===== src/rspm_ram.sv =====
module rspm_ram #(
	parameter int WIDTH = 8,
	parameter int DEPTH = 256
) (
	input  logic                     clk,
	input  logic                     we,
	input  logic [$clog2(DEPTH)-1:0] waddr,
	input  logic [WIDTH-1:0]         wdata,
	input  logic                     re,
	input  logic [$clog2(DEPTH)-1:0] raddr,
	output logic [WIDTH-1:0]         rdata
);

	logic [WIDTH-1:0] mem_q [DEPTH];
	logic [WIDTH-1:0] rdata_q;

	always_ff @(posedge clk) begin
		if (we) begin
			mem_q[waddr] <= wdata;
		end
		if (re) begin
			rdata_q <= mem_q[raddr];
		end
	end

	assign rdata = rdata_q;

endmodule


===== config.mk =====
export PLATFORM = sky130hd
export DESIGN_NAME = rspm_ram
export DESIGN_NICKNAME = d
export VERILOG_FILES = /design/src/rspm_ram.sv
export SDC_FILE = /design/constraint.sdc
export NUM_CORES = 2
export LEC_CHECK = 0
export ABC_CLOCK_PERIOD_IN_PS = 3200
export BUFFER_PORTS_ARGS = -buffer_cell sky130_fd_sc_hd__buf_4
export CORE_ASPECT_RATIO = 1.4
export CORE_MARGIN = 3
export CORE_UTILIZATION = 65
export CTS_BUF_LIST = sky130_fd_sc_hd__clkbuf_4
export DETAILED_ROUTE_END_ITERATION = 16
export GPL_TIMING_DRIVEN = 0
export PLACE_DENSITY_LB_ADDON = 0.05
export SYNTH_ARGS = -nofsm -noshare
export SYNTH_HDL_FRONTEND = slang
export SYNTH_SLANG_ARGS = --single-unit

===== constraint.sdc =====
create_clock -name clk -period 3.2 [get_ports clk]
set_input_delay 0.32 -clock clk [delete_from_list [all_inputs] [get_ports clk]]
set_output_delay 0.32 -clock clk [all_outputs]
set_load 0.05 [all_outputs]

==> results.toml <==
[logic_synthesis]
yosysTopAreaCell = "edfxtp_1"
synth_cell_types = 54
syn_avg_cell_area_sq_um = 21.33
syn_nets = 3760
synth_top_area_share_pct = 77.53
ys.flop_type = "edfxtp_1"
async_flop_share_pct = 0
synth_area_leaders = "edfxtp_1 (78%), mux4_2 (13%), mux2i_1 (1.7%)"
syn_area_sq_um = 79640
yosysWarnings = 0
ys_ff_latch = 2056
synth-seq-area-share_pct = 77.53
synth_most_common_cell = "edfxtp_1"
synth_edf_count = 2056
syn_inst = 3733
yosys-top-cells-count = "edfxtp_1 (2056), mux4_2 (454), nor2_1 (282), mux2i_1 (134), a22oi_1 (133)"

[worst_setup_path]
arrival_ns = 4.70
crit_type = "in -> reg"
critical_path_peak_fanout = 10
worstPathRequired_ns = 4.28
worst_setup_path_end_kind = "flip-flop"
cp-start-kind = "primary input"
rrSetupSlack_ns = -0.07

[timing]
finalSetupViolCount = 10
hold_viol_final = 0
rsz0062_at_grt = "yes"
finalClockSkew_ns = 0.07536
relSlewSlack_pct = 1.460
drv_slew = 0
fin_crit_ns = 3.615
timing.final.crit_share_pct = 113.0
worst_slew_pin_slew_ns = 1.478
fin_ws_ns = -0.4146
fmax_mhz = 276.7

[clock_network]
h-tree-depth = 5
root_buffer = "clkbuf_4"
cts.sinks = 2056
cts_buffer_depth = 4
numCtsBuffers = 465
cts_tree = "yes"
path_clk_slew_ns = 0.07
clkLatencyLatePin_ns = 1.43

[route]
viasPerCell = 7.089
first_pass_iters = 14
drtIter0Drc = 7273
vias = 44280
wl_per_cell_um = 38.66
drc = 1
ant_nets = 0
wl_mm = 241.5

[global_routing]
grt_usage_pct = 39.12
grt_pass1_vias = 44320
overflow = 0
grt_max_degree = 173
antenna_found_initial = 19
grt_first_pass_wirelength_mm = 331.8

[outcome]
violations = "DRC, setup timing"
status = "finished, violations left"

[place]
gp_congestion = 1.018
numPlacedInstances = 5377
dpl_cell_area_sq_um = 82220
dpl.hpwl_mm = 160.5
dp_slack_ns = -2.073
portBuffers = 27

[pwr]
leakage_uw = 0.02794
power_density_nw_per_um2 = 598.2
ir_drop_uv = 471.9

[layout]
nets = 4298
syn_to_final_growth_pct = 11.08
layout-drive-gt1-share_pct = 29.40
stdcell_count = 6246
final_cell_area_sq_um = 88460

[hold_path]
hp-class = "in -> reg"

[die]
core_sq_um = 121300
rows = 151
die_area_sq_um = 126800
die_w_um = 301.8
pin_count = 35
die_h_um = 420.2
start_util_pct = 65.66

[flow_run]
cap_violations = 0
## final timing paths
| kind | startpoint | to | depth (start not counted) |
|---|---|---|---|
| worst min-delay path | wdata[1] | mem_q[136][1] | 2 |
| worst max register to register | mem_q[174][2] | rdata[2] | 6 |
| worst min register to register | mem_q[107][2] | rdata[2] | 7 |
| worst max-delay path | raddr[2] | rdata[5] | 9 |
## where the power goes
group	internal, uW	switching [uW]	leakage [uW]
Sequential	29700	18.9	0.0185
Clock	9890	10000	0.00341
Combinational	999	2280	0.00605
## through the flow
step	setup TNS (ns)	total power, uW	hold slack (ns)	utilization (%)
4_1_cts	0	52840	0.0003697	72.84
5_1_grt	-0.08163	54340	0.04003	72.89
3_3_place_gp	-459.74	33300	0.6188	67.48
2_1_floorplan	0	31780	0.4189	-
3_5_place_dp	-263.73	33390	0.6297	67.78
6_report	-1.478	52920	0.05321	72.93
## flip-flops by register name, summed over array words and instances (netlist names)
name   count
mem_q   2048
rdata      8
## layer usage
metal  global-route usage (%)  routed length (um)  vias to the layer above
li1                         -                   -                    17130
met1                    47.78               75690                    22550
met2                    60.10              114200                     3761
met3                    11.40               30260                      826
met4                    28.80               21240                        6
met5                   0.5074                 118                        -
## worst max-delay path: stages
cell and delay [ns]:
buf_4 0.13, buf_2 0.37, and2_1 0.19, buf_1 0.81, clkbuf_1 0.96, a22oi_1 0.23
a21oi_1 0.66, nor4_1 0.11, nor4_1 0.89
## placed cells by master (no fill, tap or decap), types with 9 or more instances in the layout
cell type	count
a211oi_1	16
a21oi_1	96
a221oi_1	10
a22oi_1	133
buf_1	20
buf_12	9
buf_16	12
buf_2	33
buf_4	46
buf_6	21
buf_8	22
clkbuf_1	79
clkbuf_2	32
clkbuf_4	669
clkinv_1	111
clkinv_2	20
diode_2	27
dlygate4sd3_1	29
edfxtp_1	2056
mux2i_1	134
mux4_2	454
nand2_1	33
nand3_1	34
nand4_1	10
nor2_1	282
nor2b_1	30
nor3_1	21
nor4_1	17
nor4_2	9
o211ai_1	10
o21ai_0	10
o221ai_1	46
o22ai_1	28
## cell families (layout without fill, tap and decap cells)
logic type / Yosys count / after routing / synth area share (%)
flops: 2056 / 2056 / 77.53
buf+inv: 235 / 1115 / 1.829
simple gates: 466 / 466 / 2.625
mux: 591 / 591 / 14.60
compound gates: 385 / 385 / 3.416
other cells: 0 / 27 / 0
## final cells by class
cell class                      instances  area, sq um
Fill cell                            7244        32840
Clock buffer                          669         5022
Inverter                                2        7.507
Tap cell                             1606         2009
Clock inverter                        140        659.4
Antenna cell                           27        67.56
Buffer                                233         1498
Multi-Input combinational cell       1442        16530
Sequential cell                      2056        61740
Timing Repair Buffer                   71        923.4
## repair_timing
| item | in CTS | in global routing |
|---|---|---|
| hold endpoints to repair | 2831 | 0 |
| pin swaps | 0 | 0 |
| hold buffers | 33 | 0 |
| buffers inserted | 0 | 0 |
| setup endpoints to repair | 8 | 4 |
| gates resized for setup | 24 | 8 |
No activity file was read; power rests on OpenSTA's default activity.
